--- src/rtl/core/sdd_pkg.sv ---
package sdd_pkg;

   localparam int DEFAULT_MAX_BINS = 64;
   localparam int MIN_BINS         = 3;

   localparam int FREQ_W = 19;
   localparam int MAG_W  = 16;
   localparam int COH_W  = 16;
   localparam int DEV_W  = 15;

   localparam int REQ_DATA_W = 56;
   localparam int RSP_DATA_W = 24;
   localparam int RSP_USER_W = 2;

   localparam int CSR_ADDR_W = 1;
   localparam int CSR_DATA_W = 16;

   localparam logic [CSR_ADDR_W-1:0] CSR_DEVIATION_THR = 1'd0;
   localparam logic [CSR_ADDR_W-1:0] CSR_COHERENCE_THR = 1'd1;

   localparam logic [DEV_W-1:0] DEVIATION_THR_RESET = 15'd768;
   localparam logic [COH_W-1:0] COHERENCE_THR_RESET = 16'd45875;

   typedef struct packed {
      logic [FREQ_W-1:0]       freq;
      logic signed [MAG_W-1:0] mag;
      logic [COH_W-1:0]        coh;
   } bin_type;

   typedef enum logic [4:0] {
      ST_IDLE   = 5'b00001,
      ST_START  = 5'b00010,
      ST_DIV    = 5'b00100,
      ST_SCAN   = 5'b01000,
      ST_FINISH = 5'b10000
   } state_type;

endpackage

--- src/rtl/core/sdd_cell.sv ---
module sdd_cell
   import sdd_pkg::*;
(
   input  logic    clock,
   input  logic    shift,
   input  bin_type bin_i,
   output bin_type bin_o
);

   bin_type bin_ff;

   always_ff @(posedge clock) begin
      if (shift) begin
         bin_ff <= bin_i;
      end
   end

   assign bin_o = bin_ff;

endmodule

--- src/rtl/core/sdd_div.sv ---
module sdd_div
   import sdd_pkg::*;
#(
   parameter int DVD_W = 22,
   parameter int DVS_W = 7
)(
   input  logic             clock,
   input  logic             reset,
   input  logic             start,
   input  logic [DVD_W-1:0] dividend,
   input  logic [DVS_W-1:0] divisor,
   output logic             done,
   output logic [DVD_W-1:0] quotient
);

   localparam int STEP_W = $clog2(DVD_W + 1);

   logic [DVD_W-1:0]  quo_ff, quo_in;
   logic [DVS_W-1:0]  rem_ff, rem_in;
   logic [DVS_W-1:0]  dvs_ff;
   logic [STEP_W-1:0] step_ff, step_in;
   logic              run_ff, run_in;
   logic              done_ff, done_in;
   logic [DVS_W:0]    trial;
   logic [DVS_W:0]    diff;

   assign trial = {rem_ff, quo_ff[DVD_W-1]};
   assign diff  = trial - {1'b0, dvs_ff};

   always_comb begin
      quo_in  = quo_ff;
      rem_in  = rem_ff;
      step_in = step_ff;
      run_in  = run_ff;
      done_in = 1'b0;
      if (start) begin
         quo_in  = dividend;
         rem_in  = '0;
         step_in = '0;
         run_in  = 1'b1;
      end else if (run_ff) begin
         if (trial >= {1'b0, dvs_ff}) begin
            rem_in = diff[DVS_W-1:0];
            quo_in = {quo_ff[DVD_W-2:0], 1'b1};
         end else begin
            rem_in = trial[DVS_W-1:0];
            quo_in = {quo_ff[DVD_W-2:0], 1'b0};
         end
         step_in = step_ff + 1'b1;
         if (step_ff == STEP_W'(DVD_W - 1)) begin
            run_in  = 1'b0;
            done_in = 1'b1;
         end
      end
   end

   always_ff @(posedge clock) begin
      if (reset) begin
         run_ff  <= 1'b0;
         done_ff <= 1'b0;
         step_ff <= '0;
      end else begin
         run_ff  <= run_in;
         done_ff <= done_in;
         step_ff <= step_in;
      end
   end

   always_ff @(posedge clock) begin
      quo_ff <= quo_in;
      rem_ff <= rem_in;
      if (start) begin
         dvs_ff <= divisor;
      end
   end

   assign done     = done_ff;
   assign quotient = quo_ff;

endmodule

--- src/rtl/core/spectral_deviation_detector.sv ---
// Spectral deviation detector.
// Bins enter on the req_ stream, one beat per bin, and are held in a row of
// shift cells; tlast marks the final bin of a measurement. Bins beyond
// MAX_BINS are dropped and the run is marked as overflowed.
// Loading takes one bin per cycle. After the final bin the block stops taking
// bins, passes through a start state into a bit-serial divider that forms the
// mean magnitude, then walks the cell row, and finally sends the closing beat.
// With fewer than three bins it goes straight to the closing beat.
// Each deviating bin that also meets the coherence threshold leaves as one
// rsp_ beat in load order; rsp_tlast marks the
// final beat, and a run with nothing found sends a single beat with found low.
// A stall on rsp_tready holds the walk in place; the output register keeps
// its beat until it is taken.
// The csr_ port writes the two thresholds; write them only while idle.
// Reset restores the default thresholds, empties the store and drops any
// pending beat.
module spectral_deviation_detector
   import sdd_pkg::*;
#(
   parameter int MAX_BINS = DEFAULT_MAX_BINS
)(
   input  logic                  clock,
   input  logic                  reset,
   input  logic                  req_tvalid,
   output logic                  req_tready,
   input  logic [REQ_DATA_W-1:0] req_tdata,   // bin_frequency, bin_magnitude, bin_coherence
   input  logic                  req_tlast,
   output logic                  rsp_tvalid,
   input  logic                  rsp_tready,
   output logic [RSP_DATA_W-1:0] rsp_tdata,   // flagged_frequency
   output logic [RSP_USER_W-1:0] rsp_tuser,   // found, overflowed
   output logic                  rsp_tlast,
   input  logic                  csr_we,
   input  logic [CSR_ADDR_W-1:0] csr_addr,
   input  logic [CSR_DATA_W-1:0] csr_wdata
);

   localparam int CNT_W = $clog2(MAX_BINS + 1);
   localparam int IDX_W = $clog2(MAX_BINS);
   localparam int SUM_W = MAG_W + $clog2(MAX_BINS);

   state_type state_ff, state_in;

   logic [CNT_W-1:0]        count_ff, count_in;
   logic signed [SUM_W-1:0] sum_ff, sum_in;
   logic                    ovf_ff, ovf_in;
   logic [IDX_W-1:0]        scan_ff, scan_in;
   logic                    neg_ff;
   logic signed [MAG_W:0]   mean_ff, mean_in;
   logic [FREQ_W-1:0]       pend_freq_ff, pend_freq_in;
   logic                    pend_ff, pend_in;
   logic [DEV_W-1:0]        dev_thr_ff;
   logic [COH_W-1:0]        coh_thr_ff;

   logic                    out_valid_ff, out_valid_in;
   logic [FREQ_W-1:0]       out_freq_ff, out_freq_in;
   logic                    out_found_ff, out_found_in;
   logic                    out_ovf_ff, out_ovf_in;
   logic                    out_last_ff, out_last_in;

   bin_type                 req_bin;
   bin_type                 chain [MAX_BINS+1];
   logic                    chain_shift;
   logic                    accept;
   logic                    room;
   logic                    out_free;
   logic                    div_start;
   logic                    div_done;
   logic [SUM_W-1:0]        div_quo;
   logic [SUM_W-1:0]        sum_abs;
   bin_type                 head;
   logic                    in_range;
   logic signed [MAG_W+1:0] dev;
   logic [MAG_W+1:0]        dev_neg;
   logic [MAG_W:0]          dev_abs;
   logic                    qualify;
   logic                    scan_step;
   logic [MAG_W:0]          quo_lo;

   assign req_bin.freq = req_tdata[FREQ_W-1:0];
   assign req_bin.mag  = req_tdata[FREQ_W+MAG_W-1:FREQ_W];
   assign req_bin.coh  = req_tdata[FREQ_W+MAG_W+COH_W-1:FREQ_W+MAG_W];

   assign req_tready = (state_ff == ST_IDLE);
   assign accept     = req_tvalid && req_tready;
   assign room       = (count_ff < CNT_W'(MAX_BINS));
   assign out_free   = !out_valid_ff || rsp_tready;

   assign head     = chain[MAX_BINS];
   assign in_range = ({1'b0, CNT_W'(scan_ff)} + {1'b0, count_ff}) >= (CNT_W+1)'(MAX_BINS);
   assign dev      = {{2{head.mag[MAG_W-1]}}, head.mag} - {mean_ff[MAG_W], mean_ff};
   assign dev_neg  = -dev;
   assign dev_abs  = dev[MAG_W+1] ? dev_neg[MAG_W:0] : dev[MAG_W:0];
   assign qualify  = in_range && (head.coh >= coh_thr_ff)
                     && (dev_abs > {2'b00, dev_thr_ff});

   assign scan_step   = (state_ff == ST_SCAN) && out_free;
   assign chain_shift = (accept && room) || scan_step;

   assign chain[0] = req_bin;

   for (genvar i = 0; i < MAX_BINS; i++) begin : g_cell
      sdd_cell u_cell (
         .clock (clock),
         .shift (chain_shift),
         .bin_i (chain[i]),
         .bin_o (chain[i+1])
      );
   end

   assign sum_abs   = sum_ff[SUM_W-1] ? SUM_W'(-sum_ff) : SUM_W'(sum_ff);
   assign div_start = (state_ff == ST_START);

   sdd_div #(
      .DVD_W (SUM_W),
      .DVS_W (CNT_W)
   ) u_div (
      .clock    (clock),
      .reset    (reset),
      .start    (div_start),
      .dividend (sum_abs),
      .divisor  (count_ff),
      .done     (div_done),
      .quotient (div_quo)
   );

   assign quo_lo = div_quo[MAG_W:0];

   always_comb begin
      state_in     = state_ff;
      count_in     = count_ff;
      sum_in       = sum_ff;
      ovf_in       = ovf_ff;
      scan_in      = scan_ff;
      mean_in      = mean_ff;
      pend_in      = pend_ff;
      pend_freq_in = pend_freq_ff;
      out_valid_in = out_valid_ff && !rsp_tready;
      out_freq_in  = out_freq_ff;
      out_found_in = out_found_ff;
      out_ovf_in   = out_ovf_ff;
      out_last_in  = out_last_ff;

      unique case (state_ff)
         ST_IDLE: begin
            if (accept) begin
               if (room) begin
                  count_in = count_ff + 1'b1;
                  sum_in   = sum_ff + {{(SUM_W-MAG_W){req_bin.mag[MAG_W-1]}}, req_bin.mag};
               end else begin
                  ovf_in = 1'b1;
               end
               if (req_tlast) begin
                  if (count_in >= CNT_W'(MIN_BINS)) begin
                     state_in = ST_START;
                  end else begin
                     state_in = ST_FINISH;
                  end
               end
            end
         end
         ST_START: begin
            state_in = ST_DIV;
         end
         ST_DIV: begin
            if (div_done) begin
               mean_in  = neg_ff ? -$signed(quo_lo) : $signed(quo_lo);
               scan_in  = '0;
               pend_in  = 1'b0;
               state_in = ST_SCAN;
            end
         end
         ST_SCAN: begin
            if (scan_step) begin
               if (qualify) begin
                  if (pend_ff) begin
                     out_valid_in = 1'b1;
                     out_freq_in  = pend_freq_ff;
                     out_found_in = 1'b1;
                     out_ovf_in   = ovf_ff;
                     out_last_in  = 1'b0;
                  end
                  pend_in      = 1'b1;
                  pend_freq_in = head.freq;
               end
               scan_in = scan_ff + 1'b1;
               if (scan_ff == IDX_W'(MAX_BINS - 1)) begin
                  state_in = ST_FINISH;
               end
            end
         end
         ST_FINISH: begin
            if (out_free) begin
               out_valid_in = 1'b1;
               out_freq_in  = pend_ff ? pend_freq_ff : '0;
               out_found_in = pend_ff;
               out_ovf_in   = ovf_ff;
               out_last_in  = 1'b1;
               pend_in      = 1'b0;
               count_in     = '0;
               sum_in       = '0;
               ovf_in       = 1'b0;
               state_in     = ST_IDLE;
            end
         end
         default: begin
            state_in = ST_IDLE;
         end
      endcase
   end

   always_ff @(posedge clock) begin
      if (reset) begin
         state_ff     <= ST_IDLE;
         count_ff     <= '0;
         sum_ff       <= '0;
         ovf_ff       <= 1'b0;
         pend_ff      <= 1'b0;
         out_valid_ff <= 1'b0;
         scan_ff      <= '0;
      end else begin
         state_ff     <= state_in;
         count_ff     <= count_in;
         sum_ff       <= sum_in;
         ovf_ff       <= ovf_in;
         pend_ff      <= pend_in;
         out_valid_ff <= out_valid_in;
         scan_ff      <= scan_in;
      end
   end

   always_ff @(posedge clock) begin
      mean_ff      <= mean_in;
      pend_freq_ff <= pend_freq_in;
      out_freq_ff  <= out_freq_in;
      out_found_ff <= out_found_in;
      out_ovf_ff   <= out_ovf_in;
      out_last_ff  <= out_last_in;
      if (div_start) begin
         neg_ff <= sum_ff[SUM_W-1];
      end
   end

   always_ff @(posedge clock) begin
      if (reset) begin
         dev_thr_ff <= DEVIATION_THR_RESET;
         coh_thr_ff <= COHERENCE_THR_RESET;
      end else if (csr_we) begin
         unique case (csr_addr)
            CSR_DEVIATION_THR: dev_thr_ff <= csr_wdata[DEV_W-1:0];
            CSR_COHERENCE_THR: coh_thr_ff <= csr_wdata[COH_W-1:0];
            default: begin
            end
         endcase
      end
   end

   assign rsp_tvalid = out_valid_ff;
   assign rsp_tdata  = {{(RSP_DATA_W-FREQ_W){1'b0}}, out_freq_ff};
   assign rsp_tuser  = {out_ovf_ff, out_found_ff};
   assign rsp_tlast  = out_last_ff;

endmodule

--- config.mk ---
export PLATFORM = sky130hd
export DESIGN_NAME = spectral_deviation_detector
export DESIGN_NICKNAME = d
export VERILOG_FILES = /design/src/rtl/core/sdd_pkg.sv /design/src/rtl/core/sdd_cell.sv /design/src/rtl/core/sdd_div.sv /design/src/rtl/core/spectral_deviation_detector.sv
export SDC_FILE = /design/constraint.sdc
export NUM_CORES = 2
export LEC_CHECK = 0
export BUFFER_PORTS_ARGS = -buffer_cell sky130_fd_sc_hd__clkbuf_2
export CAP_MARGIN = 20
export CORE_ASPECT_RATIO = 1.75
export CORE_MARGIN = 1
export CORE_UTILIZATION = 50
export CTS_BUF_LIST = sky130_fd_sc_hd__clkbuf_16
export DETAILED_ROUTE_END_ITERATION = 8
export GPL_ROUTABILITY_DRIVEN = 0
export PLACE_DENSITY = 0.74
export RECOVER_POWER = 25
export SLEW_MARGIN = 5
export SYNTH_ARGS = -nofsm -noshare
export SYNTH_HDL_FRONTEND = slang
export SYNTH_SLANG_ARGS = --single-unit
--- constraint.sdc ---
create_clock -name clock -period 122.5 [get_ports clock]
set_clock_uncertainty 0.05 [all_clocks]
set_input_delay 18.375 -clock clock [delete_from_list [all_inputs] [get_ports clock]]
set_output_delay 18.375 -clock clock [all_outputs]
set_load 0.02 [all_outputs]
### Word level (Yosys, flattened, before mapping)

Index checks and enable logic that the tools add are counted.

| cells by class | value |
|---|---|
| add/subtract/negate cells | 10 |
| reduce and logical (&&, ||, !) cells | 28 |
| mux-type cells | 66 |
| order comparisons | 6 |
| bitwise logic cells | 2 |
| eq/ne operators | 17 |

Operator list:

| kind | count |
|---|---|
| two-way mux 22 bit | 6 |
| two-way mux 19 bit | 5 |
| case mux 22 bit (2 select lines) | 1 |
| two-way mux 7 bit | 6 |
| case mux 19 bit (2 select lines) | 1 |
| two-way mux 5 bit | 7 |
| two-way mux 17 bit | 2 |
| negation 17 bit | 2 |
| two-way mux 1 bit | 27 |
| case mux 5 bit (5 select lines) | 1 |
| adder 22 bit | 1 |
| negation 22 bit | 1 |
| subtractor 16 x 17 -> 18 bit | 1 |
| > comparator 17 x 15 -> 1 bit | 1 |
| >= comparator 16 bit | 1 |
| case mux 7 bit (2 select lines) | 1 |
| two-way mux 6 bit | 2 |
| case mux 6 bit (2 select lines) | 1 |
| == test 5 bit, second input constant | 2 |
| inequality test 2 x 1 -> 1 bit, second input constant | 5 |
| inequality test 2 bit, second input constant | 5 |
| case mux 1 bit (2 select lines) | 5 |
| AND reduction 5 bit | 2 |
| AND reduction 3 bit | 3 |
| other kinds (26) | 40 |

| word-level totals | value |
|---|---|
| word-level logic and storage cells | 343 |
| output and inout bits | 29 |
| register bits | 3440 |
| input bits | 79 |

### Longest topological paths before layout

| depth | value |
|---|---|
| depth after elaboration | 9 |
| depth in mapped cells | 24 |
| mapped depth without buffers | 22 |

### Hierarchy

Synthesis repeated with hierarchy kept, for this count alone.

| second synthesis, totals | value |
|---|---|
| cells, all modules | 4475 |
| area total of the unflattened synthesis | 109178.5 um^2 |

Modules (own cells, without submodules):

| module | cells an instance | area each (um^2) | times used | seq. area each (um^2) |
|---|---|---|---|---|
| sdd_cell | 51 | 1531.5 | 64 | 1531.5 |
| spectral_deviation_detector | 1026 | 8936.1 | 1 | 3253.1 |
| sdd_div | 185 | 2228.4 | 1 | 1151.1 |

### Least setup slack after synthesis

No wires, ideal clock.

| timing path | value |
|---|---|
| path kind | input-to-reg |
| start point | input req_tvalid |
| end point | register g_cell[0].u_cell.bin_ff (netlist bit g_cell[0].u_cell.bin_o[0]), enable pin |
| required time | 100.515 ns |
| data arrival time | 71.545 ns |
| setup time | 21.935 ns |
| stages on the path | 5 |
| setup slack | 28.970 ns |
| buffers on the path | 2 |
| path through | and2_1 clkbuf_1 nand2b_1 clkbuf_1 nand2_1 |

| between the ends | value |
|---|---|
| cells in the longest elaborated chain, start to end | 3 |

Ends and longest elaborated chain:

| item | line | text |
|---|---|---|
| from (decl) | spectral_deviation_detector.sv:24 | `input logic req_tvalid,` |
| logical AND 1 bit | spectral_deviation_detector.sv:85 | `assign accept = req_tvalid && req_tready;` |
| logical AND 1 bit | spectral_deviation_detector.sv:98 | `assign chain_shift = (accept && room) \|\| scan_step;` |
| logical OR 1 bit | spectral_deviation_detector.sv:98 |  |
| net chain_shift | spectral_deviation_detector.sv:63 | `logic chain_shift;` |
| to (signal assigned) | sdd_cell.sv:14 | `bin_ff <= bin_i;` |
| to (decl) | sdd_cell.sv:10 | `bin_type bin_ff;` |

The timed path passes the listed nets, and every way through them passes these cells.
A chain may end at the register's enable or synchronous reset.

### Worst setup path after layout

| timing path | value |
|---|---|
| start point | input req_tvalid |
| end point | register g_cell[3].u_cell.bin_ff (netlist bit g_cell[3].u_cell.bin_o[3]), enable pin |

| between the ends | value |
|---|---|
| cells in the longest elaborated chain, start to end | 3 |

Ends and longest elaborated chain:

| item | line |
|---|---|
| logical AND 1 bit | spectral_deviation_detector.sv:85 |
| logical AND 1 bit | spectral_deviation_detector.sv:98 |
| logical OR 1 bit | spectral_deviation_detector.sv:98 |
| net chain_shift | spectral_deviation_detector.sv:63 |
| to (signal assigned) | sdd_cell.sv:14 |
| to (decl) | sdd_cell.sv:10 |

The timed path passes the listed nets, and every way through them passes these cells.

==> qor.csv <==
stage,metric,value,unit
critical_path,slowest_delay,0.96,ns
sta,max_freq,41.2,MHz
critical_path,required,123.05,ns
global_routing,grtUsageTotal,0.136,
cts,hold_buffers,0,
final_layout,area_growth,12.8,%
cts,clock-sinks,3440,
sta,fin_ws,98.22,ns
cts,cts_root_buffer,clkbuf_16,
die,io_pins,108,
critical_path,crit_end,g_cell[3].u_cell.bin_o[3]$_DFFE_PP_,
critical_path,setup.worst_path.start_class,input port,
global_routing,grt_pass1_wl,232000,microns
critical_path,crit_start,req_tvalid,
cts,clkTransAtPathRegs,0.07,ns
sta,maxSlewViolCount,0,
die,dieArea,0.220,sq mm
critical_path,crit_path_max_fanout,190,
final_layout,seqCellArea,0.102,sq mm
sta,finalSetupTns,0,ns
cts,cts_setup_buffers,0,
detailed_routing,firstDrtPassIters,6,
logic_synthesis,synth_top_area_frac,0.925,
global_routing,grt_pass1_vias,41600,
final_layout,multi_input_area,0.00586,sq mm
cts,cts_resized,0,
critical_path,path_class,in -> reg,
run_status,status,completed,
detailed_routing,antenna_left,0,
logic_synthesis,ys_seq_area_frac,0.941,
cts,clock_latency,0.93,ns
final_layout,drive_gt1_frac,0.112,
sta,max-slew-margin-rel,0.261,
logic_synthesis,ys_ff_latch,3440,
sta,layout_min_cycle_time,24.28,ns
critical_path,r2r-end,g_cell[3].u_cell.bin_o[3]$_DFFE_PP_,
critical_path,critical_path_arrival,24.83,ns
detailed_routing,vias,40200,
final_layout,nFillCells,15000,
sta,setup_viol,0,
global_routing,antenna_found_initial,9,
critical_path,r2r_setup_slack,114.24,ns
die,start_util,0.503,
detailed_routing,wl_per_cell,19.1,microns
run,max-cap-violations,0,
sta,holdWs,0.317,ns
die,die-width,355,microns
power_and_ir_drop,ir_drop,20.3,uV
cts,cts_tree,built,
sta,hold_viol_final,0,
logic_synthesis,synth_warnings,0,
critical_path,critical_path_cell_count,10,
placement,place_hpwl,64300,microns
detailed_routing,wl,151000,microns
sta,finalCritPeriodShare,0.198,
critical_path,worst-path-buf-inv,7,
placement,dp_slack,96.55,ns
logic_synthesis,synth-edff-count,3352,
global_routing,grt_max_degree,215,
sta,rsz0062_at_grt,no,
logic_synthesis,synthDistinctLibCells,75,
critical_path,rr_startpoint,state_ff[2]$_SDFFE_PP0P_,
power_and_ir_drop,cellPowerDensity,24.5,mW/mm^2
placement,portBuffers,97,
global_routing,overflow,0,
die,design.core.area,0.216,sq mm
power_and_ir_drop,power.leakage,38.8,nW
cts,numCtsBuffers,306,
logic_synthesis,synth_area_leaders,"edfxtp_1, dfxtp_1, ha_1, nand2_1, a21oi_1",
sta,worst_pin_slew,1.11,ns
final_layout,nets,5040,
hold_path,hp-class,reg -> reg,
logic_synthesis,synth_area_per_cell,24.4,sq um
detailed_routing,drt_iter0_drc,3221,
logic_synthesis,syn_inst,4460,
critical_path,cp_common_cell,buf_4,
critical_path,crit_family,buffers and inverters,
critical_path,crit_path_top_delay_cell,buf_4,
die,die_h,619,microns
cts,htree_levels,5,
logic_synthesis,synthFlopType,edfxtp_1,
hold_path,worstHoldPathCells,0,
critical_path,path_cells,clkbuf_2 -> and2_1 -> nand2b_1 -> nand2_4 -> buf_4 -> buf_4 -> buf_4 -> buf_12 -> buf_4 -> buf_16,
critical_path,endpoint_kind,flop,
die,rows,226,
logic_synthesis,yosys.area.top_type,edfxtp_1,
detailed_routing,vias_per_cell,5.06,
detailed_routing,drc,0,
logic_synthesis,synth_area,0.109,sq mm
final_layout,final_util,0.568,
critical_path,worst-r2r-cell-count,11,
cts,cts_buffer_depth,4,
logic_synthesis,postSynth.asyncResetShare,0,
cell families after synthesis:
| family | after synthesis | share of synthesized area |
|---|---|---|
| AO/OA/AOI/OAI | 282 | 0.0163 |
| XOR/XNOR | 81 | 0.00652 |
| adder cells (fa/ha/maj) | 93 | 0.0110 |
| buffers and inverters | 136 | 0.00501 |
| flip-flops | 3440 | 0.941 |
| multiplexers | 7 | 0.000656 |
| other | 1 | 0.0000345 |
| AND/OR/NAND/NOR | 420 | 0.0191 |
sequential cells by signal, indices dropped and copies added, names as in the netlist, 6 cells and up:
| signal | flops |
|---|---|
| u_div.rem_ff | 7 |
| dev_thr_ff | 15 |
| scan_ff | 6 |
| g_cell.u_cell.bin_o | 3264 |
| sum_ff | 22 |
| u_div.quotient | 22 |
| u_div.dvs_ff | 7 |
| coh_thr_ff | 16 |
| out_freq_ff | 19 |
| mean_ff | 17 |
| count_ff | 7 |
| pend_freq_ff | 19 |
per-stage QoR:
stage / power (W) / std cells / instance area [sq um]
final: 0.00300 / 7939 / 123000
after global routing: 0.00312 / 7938 / 123000
after CTS: 0.00303 / 7925 / 122000
after global placement: 0.00205 / 7398 / 113000
after detailed placement: 0.00208 / 7398 / 113000
after floorplan: 0.00356 / 4464 / 109000
cells in the mapped netlist, drive strengths merged, types with 11 or more instances:
cell,number
or3,21
nor2b,32
a21o,23
dfxtp,88
xor2,38
ha,89
xnor2,43
edfxtp,3352
nand2b,19
nand2,156
nor3,22
clkbuf,40
nand3,38
inv,84
o21ai,76
buf,11
nor2,73
a211oi,12
a21oi,93
cell type report:
class,count,share of cell area
inverter,85,0.00260
clock inverter,215,0.0134
sequential,3440,0.834
multi-input combinational,888,0.0477
tap,2850,0.0290
clock buffer,312,0.0636
timing repair buffer,147,0.00932
antenna,2,0.0000408
how the worst min path moves through the flow:
stage	start	to
6_report	g_cell[19].u_cell.bin_o[12]$_DFFE_PP_	g_cell[20].u_cell.bin_o[12]$_DFFE_PP_
5_1_grt	g_cell[3].u_cell.bin_o[0]$_DFFE_PP_	g_cell[4].u_cell.bin_o[0]$_DFFE_PP_
4_1_cts	g_cell[19].u_cell.bin_o[12]$_DFFE_PP_	g_cell[20].u_cell.bin_o[12]$_DFFE_PP_
3_5_place_dp	g_cell[11].u_cell.bin_o[2]$_DFFE_PP_	g_cell[12].u_cell.bin_o[2]$_DFFE_PP_
3_3_place_gp	g_cell[59].u_cell.bin_o[12]$_DFFE_PP_	g_cell[60].u_cell.bin_o[12]$_DFFE_PP_
2_1_floorplan	g_cell[9].u_cell.bin_o[0]$_DFFE_PP_	g_cell[10].u_cell.bin_o[0]$_DFFE_PP_
worst reg2reg max path: cells and delay by family, from the launching register on:
family,cells,cell delay (ns)
buffers and inverters,6,4.77
DFF,1,0.35
and+or+nand+nor,5,2.77
power breakdown:
part           switching [W]  internal (W)  leakage (nW)
clock network       0.000410      0.000517          4.89
registers          0.0000942       0.00174          30.4
logic               0.000204     0.0000381          3.51
metal layers:
layer  wire length (microns)  vias to the layer above  global-route usage
met5                      51                        -                   0
met4                    4860                        8              0.0519
met3                    7260                      350              0.0287
met2                   79400                      980               0.235
met1                   59800                    20400               0.168
li1                        -                    18400                   -
placed cells by master (no fill, tap or decap), types with 7 or more instances in the layout:
master and instances:
o31ai_1 7, or3_1 21, clkbuf_2 97, nor3_1 21
a211oi_1 11, nand2b_1 19, buf_4 33, xor2_1 38
buf_16 10, a21oi_1 93, nor2_1 71, o21a_1 10
edfxtp_1 3352, nand3_1 38, a21o_1 22, clkinv_2 46
inv_1 147, bufinv_16 26, xnor2_1 43, dfxtp_1 88
clkbuf_16 312, nand3b_1 10, nor2b_1 32, o21ai_0 74
clkinv_1 65, nand2_1 154, ha_1 89
No activity file was read; power rests on OpenSTA's default activity.
